**src/sv/tvsd_pkg.sv**
```systemverilog
// Shared types, codes and widths for the tagged value stream decoder.
package tvsd_pkg;

  localparam int MAX_DEPTH_DEFAULT = 16;

  localparam int BYTE_W  = 8;
  localparam int ROLE_W  = 2;
  localparam int KIND_W  = 4;
  localparam int NEST_W  = 5;
  localparam int VAL_W   = 64;
  localparam int ERR_W   = 2;
  localparam int CFG_IDX_W = 1;
  localparam int CFG_W   = 2;
  localparam int TDATA_W = 80;   // nest_depth, data_byte, decoded_value, zero fill
  localparam int TUSER_W = 10;   // byte_role, value_kind, value_ready, item_done, error_code

  localparam logic [ROLE_W-1:0] ROLE_HEADER = 2'd0;
  localparam logic [ROLE_W-1:0] ROLE_LENGTH = 2'd1;
  localparam logic [ROLE_W-1:0] ROLE_SCALAR = 2'd2;
  localparam logic [ROLE_W-1:0] ROLE_RAW    = 2'd3;

  localparam logic [KIND_W-1:0] KIND_STRING = 4'd0;
  localparam logic [KIND_W-1:0] KIND_ARRAY  = 4'd1;
  localparam logic [KIND_W-1:0] KIND_TABLE  = 4'd2;
  localparam logic [KIND_W-1:0] KIND_BLOB   = 4'd3;
  localparam logic [KIND_W-1:0] KIND_INT    = 4'd4;
  localparam logic [KIND_W-1:0] KIND_FLOAT  = 4'd5;
  localparam logic [KIND_W-1:0] KIND_FALSE  = 4'd6;
  localparam logic [KIND_W-1:0] KIND_TRUE   = 4'd7;
  localparam logic [KIND_W-1:0] KIND_NULL   = 4'd8;

  localparam logic [ERR_W-1:0] ERR_NONE    = 2'd0;
  localparam logic [ERR_W-1:0] ERR_BAD_TAG = 2'd1;
  localparam logic [ERR_W-1:0] ERR_BAD_SIZE = 2'd2;
  localparam logic [ERR_W-1:0] ERR_TOO_DEEP = 2'd3;

  localparam logic [CFG_IDX_W-1:0] CFG_FLOAT_SIZE_LOG2 = 1'd0;
  localparam logic [CFG_IDX_W-1:0] CFG_WIDE_INTEGERS   = 1'd1;

  // stack entry: remaining count, table flag, key seen flag
  typedef struct packed {
    logic [VAL_W-1:0] count;
    logic             is_table;
    logic             key_seen;
  } stack_entry_t;

  // kind for the prefixed length headers, indexed by bits 4:3
  function automatic logic [KIND_W-1:0] prefixed_kind(input logic [1:0] sub);
    logic [KIND_W-1:0] k;
    case (sub)
      2'd0:    k = KIND_BLOB;
      2'd1:    k = KIND_STRING;
      2'd2:    k = KIND_TABLE;
      default: k = KIND_ARRAY;
    endcase
    return k;
  endfunction

endpackage

```
**src/sv/tagged_value_stream_decoder_unit.sv**
```systemverilog
// Top level of the tagged value stream decoder.
// Each accepted word passes through S_PROC and S_EMIT before its result is registered on the output;
// when a value finishes inside containers, each stack entry examined adds an S_RD and an S_EV visit.
// A new word is accepted only in S_IDLE or as the previous result is emitted, so words do not overlap;
// the stack memory's registered read sets the per-level cost.
// Reset (rst, synchronous): expect a header, empty stack, no error; stack memory not cleared.
module tagged_value_stream_decoder_unit #(
  parameter int MAX_DEPTH = tvsd_pkg::MAX_DEPTH_DEFAULT
) (
  input  logic                          clk,
  input  logic                          rst,
  input  logic                          s_tvalid,
  output logic                          s_tready,
  input  logic [tvsd_pkg::BYTE_W-1:0]   s_tdata,   // in_byte
  output logic                          m_tvalid,
  input  logic                          m_tready,
  // nest_depth [4:0], data_byte [12:5], decoded_value [76:13], zero [79:77]
  output logic [tvsd_pkg::TDATA_W-1:0]  m_tdata,
  // byte_role [1:0], value_kind [5:2], value_ready [6], item_done [7], error_code [9:8]
  output logic [tvsd_pkg::TUSER_W-1:0]  m_tuser,
  output logic                          m_tlast,   // top_done
  input  logic                          cfg_we,
  input  logic [tvsd_pkg::CFG_IDX_W-1:0] cfg_index,
  input  logic [tvsd_pkg::CFG_W-1:0]    cfg_data
);

  localparam int SP_W = $clog2(MAX_DEPTH + 1);
  localparam int AW   = (MAX_DEPTH > 1) ? $clog2(MAX_DEPTH) : 1;
  localparam int ENT_W = $bits(tvsd_pkg::stack_entry_t);

  typedef enum logic [4:0] {
    S_IDLE = 5'b00001,
    S_PROC = 5'b00010,
    S_RD   = 5'b00100,
    S_EV   = 5'b01000,
    S_EMIT = 5'b10000
  } state_t;

  typedef enum logic [4:0] {
    M_HEADER = 5'b00001,
    M_LENGTH = 5'b00010,
    M_SCALAR = 5'b00100,
    M_RAW    = 5'b01000,
    M_HALT   = 5'b10000
  } mode_t;

  state_t st, st_next;
  mode_t  mode, mode_next;

  logic [tvsd_pkg::KIND_W-1:0] kind, kind_next;
  logic [tvsd_pkg::VAL_W-1:0]  acc, acc_next;
  logic [3:0]                  left, left_next;
  logic [1:0]                  flog, flog_next;
  logic [tvsd_pkg::VAL_W-1:0]  raw_left, raw_left_next;
  logic [SP_W-1:0]             sp, sp_next;
  logic [tvsd_pkg::ERR_W-1:0]  sticky, sticky_next;

  logic [1:0] float_size_log2;
  logic       wide_integers;

  logic [tvsd_pkg::BYTE_W-1:0] byte_q;
  logic [tvsd_pkg::NEST_W-1:0] depth_q;

  logic [tvsd_pkg::ROLE_W-1:0] res_role, res_role_next;
  logic [tvsd_pkg::VAL_W-1:0]  res_dec, res_dec_next;
  logic res_ready, res_ready_next;
  logic res_item, res_item_next;
  logic res_top, res_top_next;

  // stack memory
  logic [ENT_W-1:0] mem [MAX_DEPTH];
  logic             mem_we;
  logic [AW-1:0]    mem_wa;
  tvsd_pkg::stack_entry_t mem_wd;
  tvsd_pkg::stack_entry_t rd_q;
  logic [SP_W-1:0]  sp_m1;
  logic [AW-1:0]    top_addr;

  logic in_acc, out_free, emit;

  assign sp_m1    = sp - SP_W'(1);
  assign top_addr = sp_m1[AW-1:0];
  assign out_free = !m_tvalid || m_tready;
  assign emit     = (st == S_EMIT) && out_free;
  assign s_tready = (st == S_IDLE) || emit;
  assign in_acc   = s_tvalid && s_tready;

  always_ff @(posedge clk) begin
    if (mem_we) begin
      mem[mem_wa] <= mem_wd;
    end
    rd_q <= mem[top_addr];
  end

  function automatic logic size_ok(input logic [2:0] n, input logic wide);
    return (n <= 3'd2) || (n == 3'd3 && wide);
  endfunction

  always_comb begin
    logic        do_finish, do_body, err;
    logic [tvsd_pkg::ERR_W-1:0] ecode;
    logic [tvsd_pkg::VAL_W-1:0] body_len, acc_new, v, cnt_dec;
    logic [3:0]  size, left_new;
    logic [2:0]  idx, n, sub;

    st_next       = st;
    mode_next     = mode;
    kind_next     = kind;
    acc_next      = acc;
    left_next     = left;
    flog_next     = flog;
    raw_left_next = raw_left;
    sp_next       = sp;
    sticky_next   = sticky;
    res_role_next  = res_role;
    res_dec_next   = res_dec;
    res_ready_next = res_ready;
    res_item_next  = res_item;
    res_top_next   = res_top;
    mem_we = 1'b0;
    mem_wa = top_addr;
    mem_wd = rd_q;

    do_finish = 1'b0;
    do_body   = 1'b0;
    err       = 1'b0;
    ecode     = tvsd_pkg::ERR_NONE;
    body_len  = '0;
    n         = byte_q[2:0];
    sub       = byte_q[5:3];
    size      = 4'd1 << flog;
    idx       = 3'(size - left);
    acc_new   = acc | ({{(tvsd_pkg::VAL_W-tvsd_pkg::BYTE_W){1'b0}}, byte_q} << {idx, 3'b000});
    left_new  = (left != 4'd0) ? left - 4'd1 : 4'd0;
    v         = acc_new;
    cnt_dec   = rd_q.count - tvsd_pkg::VAL_W'(1);

    case (st)
      S_IDLE: begin
        if (in_acc) st_next = S_PROC;
      end
      S_PROC: begin
        res_role_next  = tvsd_pkg::ROLE_HEADER;
        res_dec_next   = '0;
        res_ready_next = 1'b0;
        res_item_next  = 1'b0;
        res_top_next   = 1'b0;
        case (mode)
          M_HEADER: begin
            if (!byte_q[7]) begin
              kind_next = tvsd_pkg::KIND_STRING;
              do_body   = 1'b1;
              body_len  = tvsd_pkg::VAL_W'(byte_q[6:0]);
            end else if (byte_q[7:5] == 3'b100 || byte_q[7:5] == 3'b101) begin
              kind_next = byte_q[5] ? tvsd_pkg::KIND_TABLE : tvsd_pkg::KIND_ARRAY;
              do_body   = 1'b1;
              body_len  = tvsd_pkg::VAL_W'(byte_q[4:0]);
            end else if (byte_q[7:4] != 4'hF) begin
              // 2^n-byte field follows
              if (!sub[2]) begin
                kind_next = tvsd_pkg::prefixed_kind(sub[1:0]);
                err = !size_ok(n, wide_integers);
                mode_next = M_LENGTH;
              end else if (sub == 3'd4) begin
                kind_next = tvsd_pkg::KIND_INT;
                err = !size_ok(n, wide_integers);
                mode_next = M_SCALAR;
              end else begin
                kind_next = tvsd_pkg::KIND_FLOAT;
                err = (n != {1'b0, float_size_log2});
                mode_next = M_SCALAR;
              end
              ecode     = tvsd_pkg::ERR_BAD_SIZE;
              flog_next = n[1:0];
              left_next = 4'd1 << n[1:0];
              acc_next  = '0;
            end else begin
              case (byte_q[3:0])
                4'd0: begin kind_next = tvsd_pkg::KIND_FALSE; do_finish = 1'b1; end
                4'd1: begin kind_next = tvsd_pkg::KIND_TRUE;  do_finish = 1'b1; end
                4'd2: begin kind_next = tvsd_pkg::KIND_NULL;  do_finish = 1'b1; end
                default: begin
                  kind_next = tvsd_pkg::KIND_STRING;
                  err   = 1'b1;
                  ecode = tvsd_pkg::ERR_BAD_TAG;
                end
              endcase
            end
          end
          M_LENGTH, M_SCALAR: begin
            res_role_next = (mode == M_LENGTH) ? tvsd_pkg::ROLE_LENGTH : tvsd_pkg::ROLE_SCALAR;
            acc_next  = acc_new;
            left_next = left_new;
            if (left_new == 4'd0) begin
              if (mode == M_SCALAR && kind == tvsd_pkg::KIND_INT) begin
                case (flog)
                  2'd0:    v = {{56{acc_new[7]}}, acc_new[7:0]};
                  2'd1:    v = {{48{acc_new[15]}}, acc_new[15:0]};
                  2'd2:    v = {{32{acc_new[31]}}, acc_new[31:0]};
                  default: v = acc_new;
                endcase
              end
              res_dec_next   = v;
              res_ready_next = 1'b1;
              if (mode == M_LENGTH) begin
                do_body  = 1'b1;
                body_len = v;
              end else begin
                do_finish = 1'b1;
              end
            end
          end
          M_RAW: begin
            res_role_next = tvsd_pkg::ROLE_RAW;
            raw_left_next = (raw_left != '0) ? raw_left - tvsd_pkg::VAL_W'(1) : raw_left;
            if (raw_left_next == '0) do_finish = 1'b1;
          end
          default: ;
        endcase

        if (do_body) begin
          if (body_len == '0) begin
            do_finish = 1'b1;
          end else if (kind_next == tvsd_pkg::KIND_STRING || kind_next == tvsd_pkg::KIND_BLOB) begin
            raw_left_next = body_len;
            mode_next     = M_RAW;
          end else if (sp >= SP_W'(MAX_DEPTH)) begin
            err   = 1'b1;
            ecode = tvsd_pkg::ERR_TOO_DEEP;
          end else begin
            mem_we = 1'b1;
            mem_wa = sp[AW-1:0];
            mem_wd.count    = body_len;
            mem_wd.is_table = (kind_next == tvsd_pkg::KIND_TABLE);
            mem_wd.key_seen = 1'b0;
            sp_next   = sp + SP_W'(1);
            mode_next = M_HEADER;
          end
        end

        if (err) begin
          if (sticky == tvsd_pkg::ERR_NONE) sticky_next = ecode;
          mode_next      = M_HALT;
          res_dec_next   = '0;
          res_ready_next = 1'b0;
        end

        if (do_finish) begin
          res_item_next = 1'b1;
          mode_next     = M_HEADER;
          if (sp == '0) begin
            res_top_next = 1'b1;
            st_next      = S_EMIT;
          end else begin
            st_next = S_RD;
          end
        end else begin
          st_next = S_EMIT;
        end
      end
      S_RD: st_next = S_EV;
      S_EV: begin
        if (rd_q.is_table && !rd_q.key_seen) begin
          mem_we = 1'b1;
          mem_wd.key_seen = 1'b1;
          st_next = S_EMIT;
        end else if (cnt_dec != '0) begin
          mem_we = 1'b1;
          mem_wd.count    = cnt_dec;
          mem_wd.key_seen = 1'b0;
          st_next = S_EMIT;
        end else begin
          sp_next = sp_m1;
          if (sp == SP_W'(1)) begin
            res_top_next = 1'b1;
            st_next      = S_EMIT;
          end else begin
            st_next = S_RD;
          end
        end
      end
      S_EMIT: begin
        if (emit) st_next = in_acc ? S_PROC : S_IDLE;
      end
      default: st_next = S_IDLE;
    endcase
  end

  always_ff @(posedge clk) begin
    if (rst) begin
      st       <= S_IDLE;
      mode     <= M_HEADER;
      kind     <= '0;
      acc      <= '0;
      left     <= '0;
      flog     <= '0;
      raw_left <= '0;
      sp       <= '0;
      sticky   <= tvsd_pkg::ERR_NONE;
      float_size_log2 <= 2'd3;
      wide_integers   <= 1'b1;
      m_tvalid <= 1'b0;
    end else begin
      st       <= st_next;
      mode     <= mode_next;
      kind     <= kind_next;
      acc      <= acc_next;
      left     <= left_next;
      flog     <= flog_next;
      raw_left <= raw_left_next;
      sp       <= sp_next;
      sticky   <= sticky_next;
      if (cfg_we) begin
        case (cfg_index)
          tvsd_pkg::CFG_FLOAT_SIZE_LOG2: float_size_log2 <= cfg_data;
          tvsd_pkg::CFG_WIDE_INTEGERS:   wide_integers   <= cfg_data[0];
          default: ;
        endcase
      end
      if (emit) begin
        m_tvalid <= 1'b1;
      end else if (m_tready) begin
        m_tvalid <= 1'b0;
      end
    end
  end

  // payload registers
  always_ff @(posedge clk) begin
    res_role  <= res_role_next;
    res_dec   <= res_dec_next;
    res_ready <= res_ready_next;
    res_item  <= res_item_next;
    res_top   <= res_top_next;
    if (in_acc) begin
      byte_q  <= s_tdata;
      depth_q <= tvsd_pkg::NEST_W'(sp);
    end
    if (emit) begin
      m_tdata <= {3'b000, res_dec, byte_q, depth_q};
      m_tuser <= {sticky, res_item, res_ready, kind, res_role};
      m_tlast <= res_top;
    end
  end

endmodule

```
**config.mk**
```make
export PLATFORM = sky130hd
export DESIGN_NAME = tagged_value_stream_decoder_unit
export DESIGN_NICKNAME = d
export VERILOG_FILES = /design/src/sv/tvsd_pkg.sv /design/src/sv/tagged_value_stream_decoder_unit.sv
export SDC_FILE = /design/constraint.sdc
export NUM_CORES = 2
export LEC_CHECK = 0
export BUFFER_PORTS_ARGS = -buffer_cell sky130_fd_sc_hd__buf_2
export CAP_MARGIN = 15
export CORE_ASPECT_RATIO = 0.8
export CORE_MARGIN = 2
export CORE_UTILIZATION = 28
export CTS_CLUSTER_SIZE = 14
export DETAILED_ROUTE_END_ITERATION = 6
export PLACE_DENSITY = 0.46
export SYNTH_ARGS = -nofsm -noshare
export SYNTH_HDL_FRONTEND = slang
export SYNTH_SLANG_ARGS = --single-unit
```
**constraint.sdc**
```tcl
create_clock -name clk -period 13 [get_ports clk]
set_clock_uncertainty 0.2 [all_clocks]
set_input_delay 1.3 -clock clk [delete_from_list [all_inputs] [get_ports clk]]
set_output_delay 1.3 -clock clk [all_outputs]
set_load 0.01 [all_outputs]
```
==> run metrics <==
vias=between 30000 and 40000; Slew Limit Fails=0; Starting Density=0.282; Total Wirelength=199000 microns; clock root buffer=clkbuf_16; worst path required time=around 13000 ps; min Tclk post-route=7450 ps; Worst VDD drop=between 100 and 150 uV; Clock Path Buffers=3; top-area cell type share of the netlist area=0.608; number of H-tree levels=4; TritonCTS buffer count=approximately 150; Synth async-reset ratio=0; CP arrival=7700 ps; Setup TNS=0 ps; register area share after synthesis=0.683; CTS Hold Bufs=0; synthesis warning total=0; Congestion Overflow GR=0; I/O Buffers=approximately 110; Fmax=roughly 130 MHz; routed len/inst=around 29 microns; final setup fails=0; pwr dens=between 100 and 150 mW/mm^2; synth top area cells=edfxtp_1 61%, mux4_2 12%, dfxtp_1 7.4%; Ports=around 110; Core ar.=0.215 sq mm; initial antenna violation count=13; Util after Layout=0.326; period utilization=0.573; grt met1 use=0.260; Rows=around 150; grt met3 use=0.0498; Slew @ Worst Pin=around 1300 ps; Synth area leader=edfxtp_1; unrepaired setup endpoints after global routing=no; TritonCTS Sinks=about 1500; CTS tree=built; origin of the worst setup path=flog[1]; largest net degree at the start of global routing=roughly 100; CTS clk-pin slew, worst paths=approximately 60 ps; Hold Startpoint=res_dec[44]; grt met2 use=0.257; first-pass GRT wire length=~280000 microns; most common cell in the netlist=edfxtp_1; worst relative slew slack=0.117; Clock Latency Late Sink=about 830 ps; HPWL after detailed placement=roughly 130000 microns; status=finished, violations left; FF-to-FF Start=flog[1]; post-CTS setup buffer count=0; maxcap violations=0; layout cells sized above 1=0.218; top cells by count, synth=1226 x edfxtp_1, 330 x mux4_2, 317 x nor2_1, 225 x dfxtp_1, 187 x clkbuf_1; Hold Fails Final Rpt=0; vias in the first global route=approximately 36000; die height=420 microns; synthesized area=0.0605 sq mm; EDFF count, synth=approximately 1200; drt pass-1 iters=7; GRT Util Overall=0.178; Yosys reg bits=around 1500; DRT antenna net count=0; Most used DFF post-synth=edfxtp_1; Crit Path Class=flip-flop to flip-flop; Detailed Route Iter0 Violations=roughly 4800; Die ar.=about 0.22 sq mm; failing checks=DRC; Mapped Cells=between 3000 and 4000; Layout Nets=approximately 4000; filler cell count=20700; Area growth syn-to-layout=15.5%; Static Leak=approximately 22 nW; layer with the highest usage=met1; crit-path max FO=47; synth unique cells=91; Hold Path Class=flip-flop to flip-flop; Via-to-Cell Ratio=around 5.4; DRC violations left=2; CP startpoint kind=flip-flop; RD Place Congestion=0.955; crit path capture type=flip-flop; die width=about 520 microns; post-CTS resize count=0; Syn Area/Cell=roughly 16 sq um
## layer usage
layer | wire [microns] | up-vias | share of wire
li1 | - | 15800 | -
met1 | 91800 | 19800 | 0.46
met2 | 85100 | 1665 | 0.43
met3 | 17400 | 317 | 0.088
met4 | 4140 | 15 | 0.021
met5 | 142 | - | 0.00071
## final cells by class
class	count	area (sq um)	share of cell area
multi-input cells	2073	18200	0.261
clock inverters	70	920	0.0132
flip-flops and latches	1451	41300	0.591
diodes	6	15.0	0.000215
well taps	2849	3560	0.0510
clock buffers	203	4050	0.0579
inverters	50	190	0.00272
repair buffers	245	1620	0.0232
## power by group
part,switching (mW),internal (mW)
clock,1.92,2.44
sequential,0.0359,5.05
combinational,0.314,0.135
total,2.27,7.63
## placed cells by master, fill, tap and decap left out, drive strengths merged, types with 13 or more instances in the layout
cell type  instances
edfxtp          1226
mux4             330
nor2             319
buf              244
dfxtp            225
clkbuf           204
nand2            140
a21oi            119
nor3             117
o21ai             91
nor4              82
nand3             73
a22oi             72
inv               58
or3               56
clkinv            46
nand4             40
a31oi             39
a21o              37
or4               37
mux2i             33
a211oi            32
o22ai             30
xnor2             24
a211o             23
and2              21
or2               20
nand2b            20
and3              20
o31ai             17
o32ai             17
xor2              15
o211ai            15
o221a             13
## path summary, 6_finish.rpt
kind | depth (start not counted) | end | slack (ps)
min reg2reg | 0 | m_tdata[57] | 210
min | 0 | m_tdata[57] | 210
max reg2reg | 15 | mem[9][51] | 5550
max | 15 | mem[9][51] | 5550
## worst max-delay path, stage by stage (launching register included)
cell      delay (ps)
dfxtp_1          390
or2_2            340
ha_1             210
fa_1             810
nor2_1           330
a311oi_1         690
nand4_1          170
or4_1            470
or4_1            710
o211ai_1         240
buf_4            400
nand2_1          180
xor2_1           320
nor3_2           280
buf_4            390
buf_4            720
## kinds of logic (layout without fill, tap and decap cells)
family	Yosys count	count (layout)	share of synthesized area
other	1	9	0.0000620
flip-flops	1451	1451	0.683
XOR/XNOR	39	39	0.00564
multiplexers	375	375	0.130
AO/OA/AOI/OAI	646	646	0.0751
adder cells (fa/ha/maj)	10	10	0.00219
buffers and inverters	303	568	0.0203
AND/OR/NAND/NOR	1000	1000	0.0835
## state kept, by name (all words and copies together), names as in the netlist, 2 cells and up
register         flops
sticky               2
byte_q               8
res_role             2
rd_q                66
st                   5
sp                   5
mode                 5
left                 4
mem               1056
acc                 64
depth_q              5
raw_left            64
m_tuser             10
float_size_log2      2
res_dec             64
flog                 2
m_tdata             77
kind                 4
## through the flow
| step | hold slack (ps) | area, sq um | cells | power (mW) | setup slack (ps) |
|---|---|---|---|---|---|
| finish | 210 | 69900 | 6947 | 9.90 | 5550 |
| global route | 222 | 69900 | 6941 | 10.2 | 5370 |
| CTS | 205 | 69800 | 6930 | 10.0 | 5740 |
| detailed placement | 205 | 64800 | 6657 | 5.62 | 5760 |
| global placement | 205 | 64800 | 6653 | 5.62 | 5740 |
| floorplan | 200 | 60500 | 3827 | 5.43 | 3400 |
Power figures use the tool's default switching activity.
